**src/assert_macros.svh**
```systemverilog
// Assertion helpers for the RTL.
`ifndef ASSERT_MACROS_SVH
`define ASSERT_MACROS_SVH

`ifndef SYNTHESIS

// Clocked check, masked while reset is applied.
`define CSPD_ASSERT(lbl, clk, rst_n, prop) \
  lbl: assert property (@(posedge clk) disable iff (!rst_n) prop) \
    else $error("cspd assertion failed");

// Clocked check that also holds during reset.
`define CSPD_ASSERT_ALWAYS(lbl, clk, prop) \
  lbl: assert property (@(posedge clk) prop) \
    else $error("cspd assertion failed");

`else

`define CSPD_ASSERT(lbl, clk, rst_n, prop)
`define CSPD_ASSERT_ALWAYS(lbl, clk, prop)

`endif

`endif

```
**src/cspd_pkg.sv**
```systemverilog
package cspd_pkg;

  localparam int MAX_BODY = 254;
  localparam logic [7:0] CODE_NO_ZERO = 8'hFF;
  localparam logic [7:0] MAX_PAYLOAD_RST = 8'd250;

  // Result queue between decoder and output stage.
  localparam int QDEPTH = 2;
  localparam int QPTR_W = (QDEPTH > 1) ? $clog2(QDEPTH) : 1;
  localparam int QCNT_W = $clog2(QDEPTH + 1);

  // Status codes.
  localparam logic [1:0] ST_OK       = 2'd0;
  localparam logic [1:0] ST_TOO_LONG = 2'd1;
  localparam logic [1:0] ST_TOO_BIG  = 2'd2;
  localparam logic [1:0] ST_SHORT    = 2'd3;

  // Configuration register indexes.
  localparam logic [1:0] CFG_TYPE_MASK   = 2'd0;
  localparam logic [1:0] CFG_MAX_PAYLOAD = 2'd1;
  localparam logic [1:0] CFG_SWAP_TYPE   = 2'd2;

  typedef struct packed {
    logic [31:0] type_mask;
    logic [7:0]  max_payload;
    logic        swap_type;
  } cfg_t;

  typedef struct packed {
    logic [7:0]  payload_byte;
    logic        payload_valid;
    logic        last;
    logic [1:0]  status;
    logic [31:0] pkt_type;
  } res_t;

  function automatic logic [31:0] byte_reverse(input logic [31:0] v);
    return {v[7:0], v[15:8], v[23:16], v[31:24]};
  endfunction

endpackage

```
**src/cspd_front.sv**
```systemverilog
module cspd_front (
  input  logic           clk,
  input  logic           rst_n,
  input  cspd_pkg::cfg_t cfg,
  input  logic           in_valid,
  output logic           in_stall,
  input  logic [7:0]     in_rx_byte,
  input  logic           q_full,
  output logic           q_push,
  output cspd_pkg::res_t q_data
);
  import cspd_pkg::*;

  logic [8:0]  body_count_r, body_count_nxt;
  logic [7:0]  grp_rem_r, grp_rem_nxt;
  logic [7:0]  grp_code_r, grp_code_nxt;
  logic [8:0]  dec_idx_r, dec_idx_nxt;
  logic [31:0] type_word_r, type_word_nxt;
  logic [7:0]  held_byte_r, held_byte_nxt;
  logic        held_valid_r, held_valid_nxt;
  logic        ovf_r, ovf_nxt;

  logic        acc;
  logic        have;
  logic [7:0]  dec;
  logic [8:0]  bc_inc;
  logic        type_hit;
  logic        tm_cur;
  logic [31:0] tw;

  assign in_stall = q_full;
  assign acc      = in_valid && !in_stall;
  assign bc_inc   = body_count_r + 9'd1;
  assign type_hit = |(type_word_r & cfg.type_mask);
  assign tm_cur   = (dec_idx_r >= 9'd4) && type_hit;

  always_comb begin
    body_count_nxt = body_count_r;
    grp_rem_nxt    = grp_rem_r;
    grp_code_nxt   = grp_code_r;
    dec_idx_nxt    = dec_idx_r;
    type_word_nxt  = type_word_r;
    held_byte_nxt  = held_byte_r;
    held_valid_nxt = held_valid_r;
    ovf_nxt        = ovf_r;
    q_push         = 1'b0;
    q_data         = '0;
    have           = 1'b0;
    dec            = '0;
    tw             = '0;
    if (acc) begin
      if (in_rx_byte == 8'd0) begin
        // End of packet: report, then clear packet state.
        if (body_count_r != 9'd0) begin
          if (ovf_r) begin
            if (tm_cur) begin
              q_push = 1'b1;
              q_data = '{8'd0, 1'b0, 1'b1, ST_TOO_LONG, type_word_r};
            end
          end else if (dec_idx_r < 9'd4) begin
            q_push = 1'b1;
            q_data = '{8'd0, 1'b0, 1'b1, ST_SHORT, 32'd0};
          end else if (tm_cur) begin
            q_push = 1'b1;
            if ((dec_idx_r - 9'd4) > {1'b0, cfg.max_payload}) begin
              q_data = '{8'd0, 1'b0, 1'b1, ST_TOO_BIG, type_word_r};
            end else if (held_valid_r) begin
              q_data = '{held_byte_r, 1'b1, 1'b1, ST_OK, type_word_r};
            end else begin
              q_data = '{8'd0, 1'b0, 1'b1, ST_OK, type_word_r};
            end
          end
        end
        body_count_nxt = '0;
        grp_rem_nxt    = '0;
        grp_code_nxt   = '0;
        dec_idx_nxt    = '0;
        type_word_nxt  = '0;
        held_byte_nxt  = '0;
        held_valid_nxt = 1'b0;
        ovf_nxt        = 1'b0;
      end else if (!ovf_r) begin
        body_count_nxt = bc_inc;
        if (bc_inc > 9'(MAX_BODY)) begin
          // Body too long: flush held byte, drop the rest of the body.
          ovf_nxt = 1'b1;
          if (held_valid_r && tm_cur) begin
            q_push = 1'b1;
            q_data = '{held_byte_r, 1'b1, 1'b0, ST_OK, type_word_r};
          end
          held_valid_nxt = 1'b0;
        end else begin
          if (body_count_r == 9'd0) begin
            grp_code_nxt = in_rx_byte;
            grp_rem_nxt  = in_rx_byte - 8'd1;
          end else if (grp_rem_r != 8'd0) begin
            dec         = in_rx_byte;
            have        = 1'b1;
            grp_rem_nxt = grp_rem_r - 8'd1;
          end else begin
            // New group: the old one ends in an implied zero unless code was 0xFF.
            if (grp_code_r < CODE_NO_ZERO) begin
              have = 1'b1;
            end
            grp_code_nxt = in_rx_byte;
            grp_rem_nxt  = in_rx_byte - 8'd1;
          end

          if (have) begin
            dec_idx_nxt = dec_idx_r + 9'd1;
            if (dec_idx_r < 9'd4) begin
              tw = type_word_r | ({24'd0, dec} << {dec_idx_r[1:0], 3'b000});
              if (dec_idx_r[1:0] == 2'd3 && cfg.swap_type) begin
                tw = byte_reverse(tw);
              end
              type_word_nxt = tw;
            end else if (type_hit) begin
              if ((dec_idx_r - 9'd3) > {1'b0, cfg.max_payload}) begin
                if (held_valid_r) begin
                  q_push = 1'b1;
                  q_data = '{held_byte_r, 1'b1, 1'b0, ST_OK, type_word_r};
                end
                held_valid_nxt = 1'b0;
              end else begin
                if (held_valid_r) begin
                  q_push = 1'b1;
                  q_data = '{held_byte_r, 1'b1, 1'b0, ST_OK, type_word_r};
                end
                held_byte_nxt  = dec;
                held_valid_nxt = 1'b1;
              end
            end
          end
        end
      end
    end
  end

  always_ff @(posedge clk) begin
    if (!rst_n) begin
      body_count_r <= '0;
      grp_rem_r    <= '0;
      grp_code_r   <= '0;
      dec_idx_r    <= '0;
      type_word_r  <= '0;
      held_byte_r  <= '0;
      held_valid_r <= 1'b0;
      ovf_r        <= 1'b0;
    end else begin
      body_count_r <= body_count_nxt;
      grp_rem_r    <= grp_rem_nxt;
      grp_code_r   <= grp_code_nxt;
      dec_idx_r    <= dec_idx_nxt;
      type_word_r  <= type_word_nxt;
      held_byte_r  <= held_byte_nxt;
      held_valid_r <= held_valid_nxt;
      ovf_r        <= ovf_nxt;
    end
  end

endmodule

```
**src/cspd_queue.sv**
```systemverilog
module cspd_queue (
  input  logic           clk,
  input  logic           rst_n,
  input  logic           push,
  input  cspd_pkg::res_t push_data,
  input  logic           pop,
  output cspd_pkg::res_t pop_data,
  output logic           empty,
  output logic           full
);
  import cspd_pkg::*;

  res_t              entries_r [QDEPTH];
  logic [QPTR_W-1:0] wr_ptr_r, wr_ptr_nxt;
  logic [QPTR_W-1:0] rd_ptr_r, rd_ptr_nxt;
  logic [QCNT_W-1:0] count_r, count_nxt;

  assign empty    = (count_r == '0);
  assign full     = (count_r == QCNT_W'(QDEPTH));
  assign pop_data = entries_r[rd_ptr_r];

  always_comb begin
    wr_ptr_nxt = wr_ptr_r;
    rd_ptr_nxt = rd_ptr_r;
    count_nxt  = count_r;
    if (push) begin
      wr_ptr_nxt = (wr_ptr_r == QPTR_W'(QDEPTH - 1)) ? '0 : wr_ptr_r + QPTR_W'(1);
    end
    if (pop) begin
      rd_ptr_nxt = (rd_ptr_r == QPTR_W'(QDEPTH - 1)) ? '0 : rd_ptr_r + QPTR_W'(1);
    end
    if (push && !pop) begin
      count_nxt = count_r + QCNT_W'(1);
    end else if (pop && !push) begin
      count_nxt = count_r - QCNT_W'(1);
    end
  end

  always_ff @(posedge clk) begin
    if (!rst_n) begin
      wr_ptr_r <= '0;
      rd_ptr_r <= '0;
      count_r  <= '0;
    end else begin
      wr_ptr_r <= wr_ptr_nxt;
      rd_ptr_r <= rd_ptr_nxt;
      count_r  <= count_nxt;
    end
  end

  always_ff @(posedge clk) begin
    if (push) begin
      entries_r[wr_ptr_r] <= push_data;
    end
  end

endmodule

```
**src/cspd_back.sv**
```systemverilog
module cspd_back (
  input  logic           clk,
  input  logic           rst_n,
  input  logic           q_empty,
  input  cspd_pkg::res_t q_data,
  output logic           q_pop,
  output logic           out_valid,
  input  logic           out_stall,
  output cspd_pkg::res_t out_res
);
  import cspd_pkg::*;

  logic out_valid_r, out_valid_nxt;
  res_t out_res_r;

  // Load when the register is free or being taken this cycle.
  assign q_pop = !q_empty && (!out_valid_r || !out_stall);

  always_comb begin
    out_valid_nxt = out_valid_r;
    if (q_pop) begin
      out_valid_nxt = 1'b1;
    end else if (!out_stall) begin
      out_valid_nxt = 1'b0;
    end
  end

  always_ff @(posedge clk) begin
    if (!rst_n) begin
      out_valid_r <= 1'b0;
    end else begin
      out_valid_r <= out_valid_nxt;
    end
  end

  always_ff @(posedge clk) begin
    if (q_pop) begin
      out_res_r <= q_data;
    end
  end

  assign out_valid = out_valid_r;
  assign out_res   = out_res_r;

endmodule

```
**src/cobs_signal_packet_decoder_top.sv**
```systemverilog
// COBS signal-stream packet decoder.
// Input channel (in_valid / in_stall / in_rx_byte): one raw stream byte per
// item; a zero byte ends a packet. The block takes one byte every cycle as
// long as its result queue has room; in_stall rises only when the two-entry
// queue is full because the output side is stalled.
// Output channel (out_valid / out_stall / out_*): payload bytes of packets
// whose type word ANDed with type_mask is nonzero, then a final item with
// out_last set and a status (ok, body too long, payload too big, too short);
// a too-short packet gets its final item whatever the mask. Each payload byte
// is held back until the next decoded byte or the packet end, so the final
// item can carry the last byte. A result goes from the decoder into the queue
// and then into the output register (decoder -> queue -> output register).
// Throughput: one byte per cycle while in_stall is low.
// Configuration (cfg_valid / cfg_ready / cfg_index / cfg_data): always
// ready; index 0 type_mask, 1 max_payload, 2 swap_type. Write only while idle.
// Reset (rst_n low, synchronous): clears packet state and the queue, empties
// the output register, mask 0, max_payload 250, no swap.
// While out_stall is high the output item holds; the queue absorbs results
// until full, then in_stall pushes back on the input.
`include "assert_macros.svh"

module cobs_signal_packet_decoder_top (
  input  logic        clk,
  input  logic        rst_n,
  input  logic        in_valid,
  output logic        in_stall,
  input  logic [7:0]  in_rx_byte,
  output logic        out_valid,
  input  logic        out_stall,
  output logic [7:0]  out_payload_byte,
  output logic        out_payload_valid,
  output logic        out_last,
  output logic [1:0]  out_status,
  output logic [31:0] out_pkt_type,
  input  logic        cfg_valid,
  output logic        cfg_ready,
  input  logic [1:0]  cfg_index,
  input  logic [31:0] cfg_data
);
  import cspd_pkg::*;

  cfg_t cfg_r, cfg_nxt;
  logic q_push, q_pop, q_empty, q_full;
  res_t q_in, q_out, out_res;

  // Configuration registers, always ready.
  assign cfg_ready = 1'b1;

  always_comb begin
    cfg_nxt = cfg_r;
    if (cfg_valid && cfg_ready) begin
      case (cfg_index)
        CFG_TYPE_MASK:   cfg_nxt.type_mask   = cfg_data;
        CFG_MAX_PAYLOAD: cfg_nxt.max_payload = cfg_data[7:0];
        CFG_SWAP_TYPE:   cfg_nxt.swap_type   = cfg_data[0];
        default:         cfg_nxt = cfg_r;
      endcase
    end
  end

  always_ff @(posedge clk) begin
    if (!rst_n) begin
      cfg_r.type_mask   <= '0;
      cfg_r.max_payload <= MAX_PAYLOAD_RST;
      cfg_r.swap_type   <= 1'b0;
    end else begin
      cfg_r <= cfg_nxt;
    end
  end

  // Front: COBS decode, type match, payload hold-back and packet status.
  cspd_front u_front (
    .clk        (clk),
    .rst_n      (rst_n),
    .cfg        (cfg_r),
    .in_valid   (in_valid),
    .in_stall   (in_stall),
    .in_rx_byte (in_rx_byte),
    .q_full     (q_full),
    .q_push     (q_push),
    .q_data     (q_in)
  );

  // Queue decouples the decoder from output back-pressure.
  cspd_queue u_queue (
    .clk       (clk),
    .rst_n     (rst_n),
    .push      (q_push),
    .push_data (q_in),
    .pop       (q_pop),
    .pop_data  (q_out),
    .empty     (q_empty),
    .full      (q_full)
  );

  // Back: output register toward the receiver.
  cspd_back u_back (
    .clk       (clk),
    .rst_n     (rst_n),
    .q_empty   (q_empty),
    .q_data    (q_out),
    .q_pop     (q_pop),
    .out_valid (out_valid),
    .out_stall (out_stall),
    .out_res   (out_res)
  );

  assign out_payload_byte  = out_res.payload_byte;
  assign out_payload_valid = out_res.payload_valid;
  assign out_last          = out_res.last;
  assign out_status        = out_res.status;
  assign out_pkt_type      = out_res.pkt_type;

  // Never push into a full queue: input stall must cover it.
  `CSPD_ASSERT(a_no_q_overflow, clk, rst_n, q_full |-> !q_push)
  // Never pop an empty queue.
  `CSPD_ASSERT(a_no_q_underflow, clk, rst_n, q_empty |-> !q_pop)
  // An error status appears only on the final item of a packet.
  `CSPD_ASSERT(a_err_on_last, clk, rst_n,
    (out_valid && out_status != ST_OK) |-> (out_last && !out_payload_valid))

endmodule

```
**config.mk**
```make
export PLATFORM = sky130hd
export DESIGN_NAME = cobs_signal_packet_decoder_top
export DESIGN_NICKNAME = d
export VERILOG_FILES = /design/src/cspd_pkg.sv /design/src/cspd_front.sv /design/src/cspd_queue.sv /design/src/cspd_back.sv /design/src/cobs_signal_packet_decoder_top.sv
export VERILOG_INCLUDE_DIRS = /design/src /design/src/src
export SDC_FILE = /design/constraint.sdc
export NUM_CORES = 1
export LEC_CHECK = 0
export ABC_AREA = 1
export BUFFER_PORTS_ARGS = -buffer_cell sky130_fd_sc_hd__buf_2
export CAP_MARGIN = 10
export CORE_MARGIN = 2
export CORE_UTILIZATION = 60
export CTS_CLUSTER_DIAMETER = 30
export DETAILED_ROUTE_END_ITERATION = 10
export GPL_ROUTABILITY_DRIVEN = 0
export PLACE_DENSITY = 0.79
export REMOVE_ABC_BUFFERS = 1
export SLEW_MARGIN = 40
export SYNTH_ARGS = -nofsm -noshare
export SYNTH_HDL_FRONTEND = slang
export SYNTH_HIERARCHICAL = 1
export SYNTH_SLANG_ARGS = --single-unit
export TNS_END_PERCENT = 5
```
**constraint.sdc**
```tcl
create_clock -name clk -period 13.2 [get_ports clk]
set_clock_uncertainty 0.2 [all_clocks]
set_input_delay 2.64 -clock clk [delete_from_list [all_inputs] [get_ports clk]]
set_output_delay 2.64 -clock clk [all_outputs]
set_load 0.05 [all_outputs]
```
* Word level (Yosys, flattened, before mapping) *
Memory sizes are Yosys's and may differ from the RTL's. A register that Yosys moved wholly into a read port is not among the register bits.
Index checks and enable logic that the tools add are counted.

cells by class
  $add $sub $neg = 10
  order comparisons = 6
  equality and inequality tests = 11
  shift operators = 1
  mux-type cells = 89
  bitwise operators = 2
  reduce and logical (&&, ||, !) cells = 37

operator list
  cell                                                        count
  two-way mux 44 bit                                          15
  two-way mux 32 bit                                          6
  two-way mux 8 bit                                           23
  two-way mux 9 bit                                           6
  two-way mux 1 bit                                           36
  two-way mux 35 bit                                          1
  bitwise AND 32 bit                                          1
  bitwise OR 32 bit                                           1
  OR reduction 32 bit                                         1
  << shifter 8 x 5 -> 32 bit                                  1
  adder 9 x 1 -> 9 bit, second input constant                 2
  > comparator 9 x 8 -> 1 bit                                 2
  subtractor 8 x 1 -> 8 bit, second input constant            2
  AND reduction 5 bit                                         2
  >= comparator 9 x 3 -> 1 bit, second input constant         1
  > comparator 9 x 8 -> 1 bit, second input constant          1
  logical NOT 9 bit                                           1
  less-than comparator 9 x 3 -> 1 bit, second input constant  1
  nonzero test 9 bit                                          1
  subtractor 9 x 2 -> 9 bit, second input constant            1
  subtractor 9 x 3 -> 9 bit, second input constant            1
  logical NOT 8 bit                                           1
  less-than comparator 8 bit, second input constant           1
  != test 2 x 1 -> 1 bit, second input constant               4
  20 further kinds                                            44

storage, ports and cells
  register bits after elaboration = 122
  RAM bits = 88
  input port bits = 47
  output and inout port bits = 47
  word-level logic and storage cells = 172
  memories = 1

memories
  memory             words  width  read ports  clocked after memory_dff  write ports  RTL line          RTL
  u_queue.entries_r  2      44     1           1                         1            cspd_queue.sv:13  res_t entries_r [QDEPTH];

* Logic depth before layout (Yosys ltp) *
  depth after elaboration = 17
  mapped depth = 22
  gate-level depth less buffers = 22

* Modules after synthesis *
The synthesis kept the hierarchy.

by module, submodules not included
  module                          times used  cells an instance  area each (sq um)  sequential area each (sq um)
  cspd_front                      1           1087               6303.5             1521.5
  cspd_queue                      1           172                3607.2             2742.6
  cobs_signal_packet_decoder_top  1           261                1840.5             820.8
  cspd_back                       1           49                 1362.6             1341.3

* Least setup slack after synthesis *
Ideal clock, no wire load.

  kind = input-to-reg
  start point = in in_rx_byte[0]
  end point = mem u_queue/entries_r[0][0] (netlist bit), enable pin
  library setup time = 446 ps
  arrival time = 5755 ps
  required time = 12554 ps
  setup slack = 6799 ps
  stages on the path = 10
  buffers on the path = 0
  cells stage by stage = inv_1 > ha_1 > nand3_1 > nor2_1 > clkinv_1 > nand2_1 > nand2_1 > nor2_1 > inv_1 > nor2_1

on the way
  word-level cells in the longest chain between the ends = 5

RTL lines
  item                                     RTL line                              RTL
  from (decl)                              cobs_signal_packet_decoder_top.sv:27  input logic [7:0] in_rx_byte,
  logical NOT 8 bit                        cspd_front.sv:52                      if (in_rx_byte == 8'd0) begin
  two-way mux 1 bit                        cspd_front.sv:52
  two-way mux 1 bit                        cspd_front.sv:51                      if (acc) begin
  named net q_push                         cobs_signal_packet_decoder_top.sv:43  logic q_push, q_pop, q_empty, q_full;
  two-way mux 1 bit                        cspd_queue.sv:52                      if (push) begin
  two-way mux 1 bit (implied by the code)  cspd_queue.sv:53                      entries_r[wr_ptr_r] <= push_data;
  to (decl)                                cspd_queue.sv:13

The timed path passes the listed nets, and every way through them passes these cells.

* Worst setup path in the final report *
  start point = in in_rx_byte[1]
  end point = mem u_queue/entries_r[0][26] (netlist bit), enable pin

Same word-level chain as after synthesis.

==> results.cfg <==
[outcome]
status = finished clean

[pwr]
ir_drop_v = 0.00009831
p_leak_nw = 6.875
power_density_mw_per_mm2 = 200.5

[hold_path]
hold_path_class = flop to flop

[sta]
setup_viol = 0
fin_crit_ns = 6.141
max_freq_mhz = 162.9
hold_violations = 0
fin_tns_setup_ns = 0
timing.final.crit_share = 0.4652
worst_slew_pin_slew_ns = 0.8640
report.final.slew_viol_count = 0
rsz0062_at_grt = false
slew_headroom = 0.4205

[detailed_routing]
via_count = 10610
wl_per_cell_um = 15.43
drtAntennaViolNets = 0
initialDrtViolationCount = 992
vias_per_cell = 5.408
drc = 0
wl_um = 30280
dr.pass1.iters = 5

[cells_and_area]
antenna_cells = 0
drive_gt1_frac = 0.1629
register_area_mm2 = 0.006427
areaGrowthSynthToFinish_pct = 15.79
fillers = 1630
nets = 1722
final_cells = 1962
multiInputGateArea_mm2 = 0.005522

[worst_setup_path]
crit_required_ns = 13.24
crit_type = input port to flop
cpPeakStageDelay_ns = 0.82
crit_arrival_ns = 6.18
critPathCaptureType = flop
cp_cell_sequence = buf_2 -> inv_1 -> ha_1 -> nand3_1 -> nor2_2 -> buf_4 -> clkinv_1 -> nand2_1 -> nand2_1 -> nor2_1 -> inv_1 -> nor2_4 -> buf_16 -> buf_16
worstPathBufferInverterCount = 7
cp-start-kind = input port
crit_slowest_cell = clkinv_1
cp_max_fo = 38
cp_top_family = buffers and inverters

[yosys]
ys_seq_area_frac = 0.4900
synth_top_family_by_area = simple AND/OR/NAND/NOR gates
yosys_warnings = 6
yosysTopAreaCellShare = 0.3023
synth-edff-count = 132
yosysMostFrequentCell = nand2_1
syn_inst = 1569
synth_top_flop_cell = edfxtp_1
synth.area.top_cells = edfxtp_1 (30%), dfxtp_1 (19%), nand2_1 (9.9%)
ys_top_cells_by_count = nand2_1 (345), nor2_1 (265), inv_1 (172), nand3_1 (140), edfxtp_1 (132)
syn_area_mm2 = 0.01311
ys_async_sr_fraction = 0
muxShareOfSynthArea = 0.04923
synth-simple-area-share = 0.2694
synth_top_cell_by_area = edfxtp_1
synth_compound_gate_area_share = 0.05524
synthAdderAreaFrac = 0.02767
ys_types = 46
avgSynthCellArea_um2 = 8.358
ys_seq_elements = 255
synth_xor_area_frac = 0.01593

[cts]
cts_setup_buffers = 0
cts_resized = 0
numCtsBuffers = 45
clkTransAtPathRegs_ns = 0.05
worstSkewPairLatency_ns = 0.53
clockRootBuffer = clkbuf_16
htreeDepth = 2
ctsHoldBuffers = 0
clockBufferDepth = 3
cts_tree = built
cts_sinks = 255

[floorplanning]
core_mm2 = 0.02162
dieArea_mm2 = 0.02306
rows = 54
start_util = 0.6065
die_h_um = 151.8
ios = 94
fp.dieW_um = 151.8

[global_routing]
grt_pass1_vias = 10060
grt_max_degree = 73
grt.overflow.total = 0
track_usage = 0.2581
grt_first_pass_wirelength_um = 49510
antenna_found_initial = 0

[placement]
io_buffers = 92
dpl.cell_count = 1878
dp.final_hpwl_um = 19050

[job]
maxCapViolCount = 0
final timing paths:
path,from,end,slack (ns),cells after the start
worst min register to register,cfg_r[8],cfg_r[8],0.26,2
worst min-delay path,cfg_r[8],cfg_r[8],0.26,2
worst max-delay path,in_rx_byte[1],u_queue/entries_r[0][26],7.06,14
worst max register to register,u_front/body_count_r[0],u_queue/entries_r[0][26],9.32,17
cell families (layout without fill, tap and decap cells):
logic type	count (synthesis)	count (layout)
buf+inv	260	373
flops	255	255
simple gates	824	824
fa+ha+maj	29	29
mux	44	44
xor+xnor	23	23
other cells	1	1
compound gates	133	133
tightest hold or removal path: stages, from the launching register on:
cell and delay (ns):
dfxtp_1 0.32, nand2_1 0.05, nand3_1 0.06
area by class of cell:
cell class / count / area share
clock inverters: 28 / 0.02299
repair buffers: 104 / 0.03972
well taps: 280 / 0.02307
multi-input cells: 1054 / 0.3636
flip-flops and latches: 255 / 0.4233
inverters: 186 / 0.04598
clock buffers: 55 / 0.08133
per-layer routing:
layer	vias up	wire (µm)	global-route usage
li1	5268	-	-
met1	4887	12830	0.3422
met2	380	14400	0.4260
met3	75	2095	0.04364
met4	0	960	0.1015
met5	-	0	0
placed cells by master, fill, tap and decap left out, drive strengths merged, types with 40 or more instances in the layout:
cell    count
a21oi      76
dfxtp     123
nand2     356
nor2      269
o21ai      46
mux2       44
buf       104
nand3     146
edfxtp    132
nand4      40
clkbuf     55
inv       186
through the flow:
stage                     instance area [µm²]  hold WS [ns]  setup slack, ns    util  total power, mW
after global placement                  13510        0.2432            6.412  0.6248            1.836
after detailed placement                13580        0.2433            6.603  0.6281            1.855
after CTS                               15160        0.2541            7.118  0.7014            3.054
final                                   15180        0.2560            7.059  0.7023            3.045
after floorplan                         12600        0.2289            4.732       -            1.675
after global routing                    15180        0.2850            6.825  0.7023            3.180
flip-flops by register name, summed over array words and instances (netlist names), 2 cells and up, named ones only:
signal,flops
u_front/held_byte_r,8
u_queue/entries_r,88
u_back/out_res,44
u_front/grp_code_r,8
u_queue/count_r,2
u_front/type_word_r,32
cfg_r,41
u_front/body_count_r,9
u_front/grp_rem_r,8
u_front/dec_idx_r,9
power breakdown:
part	switching, mW	leakage [nW]	internal [mW]
Clock	0.400	0.775	0.787
Combinational	0.585	3.81	0.237
Sequential	0.0625	2.29	0.972
Total	1.05	6.88	2.00
(Power assumes the default switching activity.)
